$ cat config.mk
export PLATFORM = sky130hd
export DESIGN_NAME = sorted_insert_pop_min_list
export DESIGN_NICKNAME = d
export VERILOG_FILES = /design/src/hw/rtl/spq_pkg.sv /design/src/hw/rtl/sorted_insert_pop_min_list.sv /design/src/hw/rtl/spq_cell.sv
export SDC_FILE = /design/constraint.sdc
export NUM_CORES = 2
export LEC_CHECK = 0
export ABC_AREA = 1
export BUFFER_PORTS_ARGS = -buffer_cell sky130_fd_sc_hd__buf_2
export CORE_ASPECT_RATIO = 1.25
export CORE_MARGIN = 5
export CORE_UTILIZATION = 35
export DETAILED_ROUTE_END_ITERATION = 8
export GPL_ROUTABILITY_DRIVEN = 0
export PLACE_DENSITY_LB_ADDON = 0.3
export SYNTH_ARGS = -nofsm -noshare
export SYNTH_HDL_FRONTEND = slang
export SYNTH_SLANG_ARGS = --single-unit
$ cat constraint.sdc
create_clock -name clk -period 8 [get_ports clk]
set_input_delay 0 -clock clk [delete_from_list [all_inputs] [get_ports clk]]
set_output_delay 0 -clock clk [all_outputs]
set_load 0.005 [all_outputs]
$ cat src/hw/rtl/spq_pkg.sv
// Package for the sorted-list priority queue.
// Holds field widths, operation and status codes, and the control struct
// that the top level broadcasts to every cell. No dependencies.
package spq_pkg;

  localparam int KEY_W     = 32;
  localparam int OCC_W     = 5;
  localparam int DEPTH_DEF = 16;

  typedef enum logic {
    OP_INSERT = 1'b0,
    OP_REMOVE = 1'b1
  } op_t;

  typedef enum logic [1:0] {
    ST_OK    = 2'd0,
    ST_FULL  = 2'd1,
    ST_EMPTY = 2'd2
  } status_t;

  // broadcast to all cells for the current transfer
  typedef struct packed {
    logic                    ins;
    logic                    rem;
    logic signed [KEY_W-1:0] key;
  } cell_ctrl_t;

endpackage

$ cat src/hw/rtl/sorted_insert_pop_min_list.sv
// Sorted-list priority queue built as a chain of compare-and-shift cells.
// Each accepted transfer's result is captured in the output register.
// Throughput: 1 item per cycle; every cell compares and shifts in the same
// cycle, and the output register takes a new result while m_tvalid is low or m_tready is high.
// Reset (rst, synchronous) empties the list and clears the output valid;
// stored keys are not cleared.
module sorted_insert_pop_min_list import spq_pkg::*; #(
  parameter int DEPTH = DEPTH_DEF
) (
  input  logic              clk,
  input  logic              rst,
  input  logic              s_tvalid,
  output logic              s_tready,
  input  logic [KEY_W-1:0]  s_tdata,   // [31:0] key_in
  input  logic [0:0]        s_tuser,   // [0] op
  output logic              m_tvalid,
  input  logic              m_tready,
  output logic [39:0]       m_tdata,   // [31:0] key_out, [36:32] occupancy, zero above
  output logic [1:0]        m_tuser    // [1:0] status
);

  localparam int CW = $clog2(DEPTH + 1);

  logic [CW-1:0]           count;
  logic [CW-1:0]           count_next;
  logic                    accept;
  logic                    full;
  logic                    empty;
  op_t                     op;
  cell_ctrl_t              ctrl;
  status_t                 status_next;
  logic signed [KEY_W-1:0] keys [DEPTH];
  logic                    lts  [DEPTH];

  logic signed [KEY_W-1:0] out_key;
  logic [OCC_W-1:0]        out_occ;
  status_t                 out_status;

  assign s_tready = !m_tvalid || m_tready;
  assign accept   = s_tvalid && s_tready;
  assign op       = op_t'(s_tuser[0]);
  assign full     = count == CW'(DEPTH);
  assign empty    = count == '0;

  always_comb begin
    ctrl.ins    = accept && (op == OP_INSERT) && !full;
    ctrl.rem    = accept && (op == OP_REMOVE) && !empty;
    ctrl.key    = s_tdata;
    count_next  = count;
    status_next = ST_OK;
    if (ctrl.ins) begin
      count_next = count + CW'(1);
    end else if (ctrl.rem) begin
      count_next = count - CW'(1);
    end
    if (op == OP_INSERT && full) begin
      status_next = ST_FULL;
    end else if (op == OP_REMOVE && empty) begin
      status_next = ST_EMPTY;
    end
  end

  for (genvar i = 0; i < DEPTH; i++) begin : g_cell
    logic                    left_lt;
    logic signed [KEY_W-1:0] left_key;
    logic signed [KEY_W-1:0] right_key;

    if (i == 0) begin : g_head
      assign left_lt  = 1'b1;
      assign left_key = '0;
    end else begin : g_mid
      assign left_lt  = lts[i-1];
      assign left_key = keys[i-1];
    end
    if (i == DEPTH - 1) begin : g_tail
      assign right_key = '0;
    end else begin : g_body
      assign right_key = keys[i+1];
    end

    spq_cell #(
      .DEPTH (DEPTH),
      .INDEX (i)
    ) u_cell (
      .clk       (clk),
      .ctrl      (ctrl),
      .count     (count),
      .left_lt   (left_lt),
      .left_key  (left_key),
      .right_key (right_key),
      .key       (keys[i]),
      .lt        (lts[i])
    );
  end

  always_ff @(posedge clk) begin
    if (rst) begin
      count    <= '0;
      m_tvalid <= 1'b0;
    end else begin
      count <= count_next;
      if (accept) begin
        m_tvalid <= 1'b1;
      end else if (m_tready) begin
        m_tvalid <= 1'b0;
      end
    end
  end

  always_ff @(posedge clk) begin
    if (accept) begin
      out_key    <= ctrl.rem ? keys[0] : '0;
      out_occ    <= OCC_W'(count_next);
      out_status <= status_next;
    end
  end

  assign m_tdata = {3'b000, out_occ, out_key};
  assign m_tuser = out_status;

endmodule

$ cat src/hw/rtl/spq_cell.sv
// One entry of the sorted list: holds a key and trades it with its neighbors.
// Depends on spq_pkg.
module spq_cell import spq_pkg::*; #(
  parameter int DEPTH = DEPTH_DEF,
  parameter int INDEX = 0,
  localparam int CW   = $clog2(DEPTH + 1)
) (
  input  logic                    clk,
  input  cell_ctrl_t              ctrl,
  input  logic [CW-1:0]           count,
  input  logic                    left_lt,
  input  logic signed [KEY_W-1:0] left_key,
  input  logic signed [KEY_W-1:0] right_key,
  output logic signed [KEY_W-1:0] key,
  output logic                    lt
);

  logic                    own_valid;
  logic signed [KEY_W-1:0] key_next;

  assign own_valid = count > CW'(INDEX);
  // entry stays put on insert when it is strictly below the new key
  assign lt        = own_valid && (key < ctrl.key);

  always_comb begin
    key_next = key;
    if (ctrl.ins) begin
      if (lt) begin
        key_next = key;
      end else if (left_lt) begin
        key_next = ctrl.key;
      end else begin
        key_next = left_key;
      end
    end else if (ctrl.rem) begin
      key_next = right_key;
    end
  end

  always_ff @(posedge clk) begin
    key <= key_next;
  end

endmodule
# --- Yosys cells after proc, flatten, opt, wreduce, memory -nomap -nowiden ---
# Index checks and enable logic that the tools add are counted.
word_totals:
  wordCells: 187
  out_inout_bits: 44
  ff_bits: 557
  input_bits: 37
classes:
  mux: 68
  n_eq_ne: 17
  bitwise_logic: 1
  n_addsub: 2
  magnitude_cmp: 32
  reduce_logical: 46
op_table:
  columns: ["op", "n"]
  rows:
  - ["32-bit two-way mux", 63]
  - ["32-bit < comparator", 16]
  - ["5-bit by 4-bit greater-than comparator with 1-bit output (second input constant)", 8]
  - ["2-bit inequality test (second input constant)", 16]
  - ["2-bit AND reduction", 16]
  - ["1-bit logical AND", 23]
  - ["5-bit by 3-bit greater-than comparator with 1-bit output (second input constant)", 4]
  - ["5-bit by 1-bit greater-than comparator with 1-bit output (second input constant)", 2]
  - ["5-bit by 2-bit greater-than comparator with 1-bit output (second input constant)", 2]
  - ["5-bit two-way mux", 2]
  - ["5-bit by 1-bit adder with 5-bit output (second input constant)", 1]
  - ["5-bit equality test (second input constant)", 1]
  - ["5-bit zero test", 1]
  - ["5-bit by 1-bit subtractor with 5-bit output (second input constant)", 1]
  - ["2-bit nonzero test", 2]
  - ["1-bit zero test", 3]
  - ["1-bit two-way mux", 2]
  - ["2-bit two-way mux", 1]
  - ["1-bit logical OR", 1]
  - ["1-bit inverter", 1]

# --- Logic depth before layout (Yosys ltp) ---
depth:
  ltp_word: 7
  depth_mapped: 20
  depth_no_buf: 18

# --- Modules after synthesis ---
# A second synthesis with hierarchy kept.
unflattened:
  cells_unflattened: 5255
  hier_area_um2: 40978.1
modules_own_cells:
  columns: ["module", "seq_area_each_um2", "area_each_um2", "instances", "cells_per_inst"]
  rows:
  - ["spq_cell at g_cell[10].u_cell ...", 960.9, 2448.6, 2, 319]
  - ["spq_cell at g_cell[12].u_cell ...", 960.9, 2446.1, 2, 318]
  - ["spq_cell at g_cell[0].u_cell ...", 960.9, 2443.6, 2, 318]
  - ["spq_cell at g_cell[13].u_cell ...", 960.9, 2438.6, 2, 317]
  - ["spq_cell at g_cell[9].u_cell", 960.9, 2446.1, 1, 319]
  - ["spq_cell at g_cell[1].u_cell", 960.9, 2441.1, 1, 317]
  - ["spq_cell at g_cell[2].u_cell", 960.9, 2441.1, 1, 318]
  - ["spq_cell at g_cell[6].u_cell", 960.9, 2439.8, 1, 317]
  - ["spq_cell at g_cell[11].u_cell", 960.9, 2438.6, 1, 316]
  - ["spq_cell at g_cell[3].u_cell", 960.9, 2437.3, 1, 316]
  - ["spq_cell at g_cell[5].u_cell", 960.9, 2436.1, 1, 314]
  - ["spq_cell at g_cell[15].u_cell", 960.9, 2431.1, 1, 315]
  - ["sorted_insert_pop_min_list", 1291.2, 1913.1, 1, 179]

# --- Least setup slack after synthesis ---
# No wires, ideal clock.
synth_timing:
  path_type: "register to register"
  start: "reg g_cell[14].u_cell.key[25]"
  end: "reg g_cell[14].u_cell.key[0] (enable)"
  setup_ns: 0.466
  required_ns: 7.534
  path_slack_ns: 3.590
  path_buffers: 1
  path_stages_with_launch: 13
  period_less_slack_ns: 4.410
  arrival_time_ns: 3.944
  cell_sequence: "edfxtp_1 > ha_1 > nand2_1 > inv_1 > o21ai_0 > nand2_1 > a21oi_1 > o21a_1 > nand3b_1 > nand2_2 > nor2_4 > buf_6 > o21ai_0"
synth_between:
  elab_chain_cells: 4
synth_lines:
  columns: ["element", "line_no", "source"]
  rows:
  - ["from (decl)", "spq_cell.sv:14", "output logic signed [KEY_W-1:0] key,"]
  - ["from (signal assigned)", "spq_cell.sv:41", "key <= key_next;"]
  - ["32-bit < comparator", "spq_cell.sv:23", "assign lt = own_valid && (key < ctrl.key);"]
  - ["1-bit logical AND", "spq_cell.sv:23", null]
  - ["2-bit inequality test (no source line)", null, null]
  - ["2-bit AND reduction (no source line)", null, null]
# No other way between the ends.
# A chain may end at the register's enable or synchronous reset.

# --- Worst setup path after layout ---
layout_timing:
  start: "in s_tdata[5]"
  end: "reg g_cell[3].u_cell.key[0] (enable)"
layout_between:
  elab_chain_cells: 4
layout_lines:
  columns: ["element", "line_no", "source"]
  rows:
  - ["from (decl)", "sorted_insert_pop_min_list.sv:14", "input logic [KEY_W-1:0] s_tdata,"]
  - ["32-bit < comparator", "spq_cell.sv:23", null]
  - ["1-bit logical AND", "spq_cell.sv:23", null]
  - ["2-bit inequality test (no source line)", null, null]
  - ["2-bit AND reduction (no source line)", null, null]
  - ["to (signal assigned)", "spq_cell.sv:41", null]
  - ["to (decl)", "spq_cell.sv:14", null]
# No other way between the ends.

==> impl_metrics.tcl <==
set metrics [dict create \
    grt_first_pass_wirelength_microns 180000 \
    max-vdd-ir-drop_mv 0.173 \
    seq_area_frac_synth 0.407 \
    drive_gt1_frac 0.0472 \
    cp.arrival_ns 4.89 \
    ys_async_sr_fraction 0 \
    grt_overall_usage 0.178 \
    portion_of_total_power_attributed_to_the_clock_network 0.271 \
    finalWorstPathRequiredPeriod_ns 4.55 \
    final.period_utilization 0.569 \
    final.setup.worst_slack_ns 3.45 \
    dpl_cell_area_sq_um 42600 \
    final_cells 7073 \
    syn_to_layout_area_delta_pct 8.58 \
    seq_cells_post_synth 557 \
    critical-path-top-cell-by-count "sky130_fd_sc_hd__nand2_1" \
    final_total_power_mw 9.84 \
    cp_cell_sequence "dlygate4sd3_1, buf_2, inv_1, ha_1, a21oi_1, nor2_1, nor3_1, nand2_1, nand2_1, nand2_1, nand2_1, nand2_1, nand2_1, nand3_2, nand2_1, nand2_1, buf_4" \
    worst_hold_path.num_cells 3 \
    multi_input_area_sq_um 20900 \
    placement_rows 140 \
    cts_tree "yes" \
    holdPathEnd "g_cell[0].u_cell.key[6]" \
    intPower_mw 6.33 \
    setup_violations 0 \
    totalWireLength_microns 113000 \
    layout.area.seq_sq_um 16700 \
    dpl_worst_slack_ns 3.32 \
    drc_violation_count_after_routing 0 \
    first_drt_pass_iteration_count 6 \
    antenna_found_initial 0 \
    cp.required_ns 8.34 \
    post-dp-hpwl_microns 84800 \
    power.density_cell_area_nw_per_um2 221 \
    dominantRegCellSynth "sky130_fd_sc_hd__edfxtp_1" \
    drv.max_cap_violation_count 0 \
    dieHeight_microns 393 \
    final_area_sq_um 44500 \
    ioPinCount 81 \
    nNetsFinal 6013 \
    p_leak_nw 24.9 \
    synth_largest_area_cell "sky130_fd_sc_hd__edfxtp_1" \
    clk_path_buf_depth 3 \
    clk_pin_slew_worst_paths_ns 0.06 \
    vias 33300 \
    timing.max_slew.rel_slack 0.207 \
    yosys_warnings 0 \
    n_fill_cell 12000 \
    numPlacedInstances 6959 \
    gr-total-overflow 0 \
    first_global_vias 33800 \
    hold_viol 0 \
    cts_made_buffers 58 \
    postSynthAreaPerCell_sq_um 7.49 \
    die_ar_sq_um 124000 \
    worst_slew_pin_slew_ns 1.19 \
    pwr-share-comb 0.301 \
    cts.sinks 557 \
    synth-edff-count 551 \
    initial_utilization 0.352 \
    drt-initial-drc-count 2082 \
    insertedDiodeCount 0 \
    regToRegStartpoint "g_cell[3].u_cell.key[3]" \
    net_sw_frac 0.357 \
    path_max_fanout 33 \
    cts_post_setup_buffers_inserted 0 \
    reg2regPathDepth 14 \
    timing.reg2reg.setup_slack_ns 3.82 \
    clkLatencyLatePin_ns 0.66 \
    power_frac_seq 0.429 \
    post-synth-top-count-cell "sky130_fd_sc_hd__nand2_1" \
    cts_root_buf "sky130_fd_sc_hd__clkbuf_16" \
    post_drt_via_cell_ratio 4.71 \
    worstReg2RegEnd "g_cell[3].u_cell.key[0]" \
    tns_ns 0 \
    grt_setup_unrepaired "false" \
    critical-path-max-stage-delay_ns 1.18 \
    min_from "s_tdata[6]" \
    cell_count_after_synthesis 5475 \
    critical-path-slowest-cell "sky130_fd_sc_hd__nand2_1" \
    die_width_microns 316 \
    antenna_viol_nets_final 0 \
    pin_count_of_the_biggest_net_entering_global_routing 118 \
    clock_tree.htree_level_count 2 \
    routedWlPerCell_microns 15.9 \
    synthDominantCellAreaShare 0.404 \
    power.net_switching_mw 3.51 \
    timing.critical_path.from_type "input port" \
    ys_top_cells_by_area "sky130_fd_sc_hd__edfxtp_1 40%, sky130_fd_sc_hd__nand2_1 25%, sky130_fd_sc_hd__ha_1 15%" \
    timing_max_transition_violations_final 0 \
    synth.cell_area_sq_um 41000 \
    core_sq_um 116000 \
    port_buffers 77 \
    skew_ns 0.0248 \
    critPathCaptureType "flip-flop" \
    outcome "complete, no violations" \
    post_synth_most_frequent_cells "2778 x sky130_fd_sc_hd__nand2_1, 618 x sky130_fd_sc_hd__inv_1, 551 x sky130_fd_sc_hd__edfxtp_1, 501 x sky130_fd_sc_hd__ha_1, 243 x sky130_fd_sc_hd__a21oi_1" \
    holdCritPathClass "in -> reg" \
    synth_cell_types 39 \
    timing_worst_setup_path_type "in -> reg" \
    fmaxAchievable_mhz 220 \
]
==> stage by stage <==
| stage | hold slack, ns | util |
|---|---|---|
| 6_report | 0.0473 | 0.382 |
| 5_1_grt | 0.0425 | 0.382 |
| 4_1_cts | 0.00336 | 0.382 |
| 3_5_place_dp | 0.305 | 0.366 |
| 3_3_place_gp | 0.294 | 0.366 |
| 2_1_floorplan | 0.0691 | - |
==> per-layer routing <==
metal / wire (microns) / track usage / share of wire / up-vias
li1: - / - / - / 17400
met1: 47400 / 0.207 / 0.42 / 15200
met2: 57400 / 0.336 / 0.51 / 595
met3: 3600 / 0.0153 / 0.032 / 184
met4: 4200 / 0.0649 / 0.037 / 0
met5: 0 / 0 / 0 / -
==> repair_timing <==
action	CTS	global route
hold buffers	18	0
resized for setup	0	0
hold endpoints to repair	159	0
==> registers in the layout (all words and copies together) (netlist names) <==
signal / flops
out_key: 32
m_tvalid: 1
count: 5
g_cell.u_cell.key: 512
m_tuser: 2
out_occ: 5
==> worst max-delay path by stage <==
stage	start	endpoint	slack, ns
floorplan	g_cell[14].u_cell.key[25]	g_cell[14].u_cell.key[0]	3.59
global placement	s_tdata[5]	g_cell[1].u_cell.key[24]	3.36
detailed placement	s_tdata[5]	g_cell[3].u_cell.key[0]	3.32
CTS	s_tdata[5]	g_cell[3].u_cell.key[0]	3.45
global route	s_tdata[3]	g_cell[3].u_cell.key[1]	3.10
finish	s_tdata[5]	g_cell[3].u_cell.key[0]	3.45
==> logic make-up (layout without fill, tap and decap cells) <==
kind of cell,Yosys count,after routing,share of synthesized area
flip-flops,557,557,0.407
other,1,3,0.0000915
adder cells (fa/ha/maj),501,501,0.153
AO/OA/AOI/OAI,375,375,0.0469
XOR/XNOR,3,3,0.000641
buffers and inverters,823,857,0.0840
AND/OR/NAND/NOR,3215,3215,0.309
==> area by class of cell <==
class	instances	area share
clock buffer	78	0.0355
clock inverter	18	0.00354
inverter	623	0.0527
multi-input combinational	4097	0.470
sequential	557	0.374
tap	1562	0.0439
timing repair buffer	138	0.0202
==> critical path, delay by kind of cell <==
kind	cells	cell delay, ns
compound gates	1	0.16
buf+inv	4	1.68
fa+ha+maj	1	0.38
simple gates	11	2.64
==> power groups by stage <==
stage	Combinational, mW	Clock (mW)	Sequential, mW
after detailed placement	2.96	0	4.28
final	2.96	2.66	4.22
after global placement	2.89	0	4.27
after CTS	2.98	2.74	4.22
after global routing	3.43	2.83	4.27
after floorplan	2.18	0	4.18
==> cell usage in the layout (no fill, tap or decap), types with 2 or more instances in the layout <==
| cell | count |
|---|---|
| sky130_fd_sc_hd__nand2_1 | 2778 |
| sky130_fd_sc_hd__inv_1 | 616 |
| sky130_fd_sc_hd__edfxtp_1 | 551 |
| sky130_fd_sc_hd__ha_1 | 501 |
| sky130_fd_sc_hd__a21oi_1 | 243 |
| sky130_fd_sc_hd__nor2_1 | 232 |
| sky130_fd_sc_hd__o21ai_0 | 108 |
| sky130_fd_sc_hd__buf_2 | 77 |
| sky130_fd_sc_hd__clkbuf_16 | 59 |
| sky130_fd_sc_hd__nand3_1 | 55 |
| sky130_fd_sc_hd__nand4_1 | 51 |
| sky130_fd_sc_hd__buf_4 | 42 |
| sky130_fd_sc_hd__nor3_1 | 31 |
| sky130_fd_sc_hd__nand2_2 | 23 |
| sky130_fd_sc_hd__nand2_4 | 18 |
| sky130_fd_sc_hd__dlygate4sd3_1 | 18 |
| sky130_fd_sc_hd__clkbuf_1 | 16 |
| sky130_fd_sc_hd__nand3_2 | 14 |
| sky130_fd_sc_hd__o21a_1 | 12 |
| sky130_fd_sc_hd__clkinv_1 | 9 |
| sky130_fd_sc_hd__inv_2 | 6 |
| sky130_fd_sc_hd__nand3b_1 | 6 |
| sky130_fd_sc_hd__dfxtp_1 | 6 |
| sky130_fd_sc_hd__clkinv_2 | 5 |
| sky130_fd_sc_hd__a31oi_1 | 3 |
| sky130_fd_sc_hd__xor2_1 | 3 |
| sky130_fd_sc_hd__conb_1 | 3 |
| sky130_fd_sc_hd__clkbuf_8 | 3 |
| sky130_fd_sc_hd__bufinv_16 | 3 |
| sky130_fd_sc_hd__o21ai_1 | 2 |
Note: power is estimated with default switching activity, not from simulation.
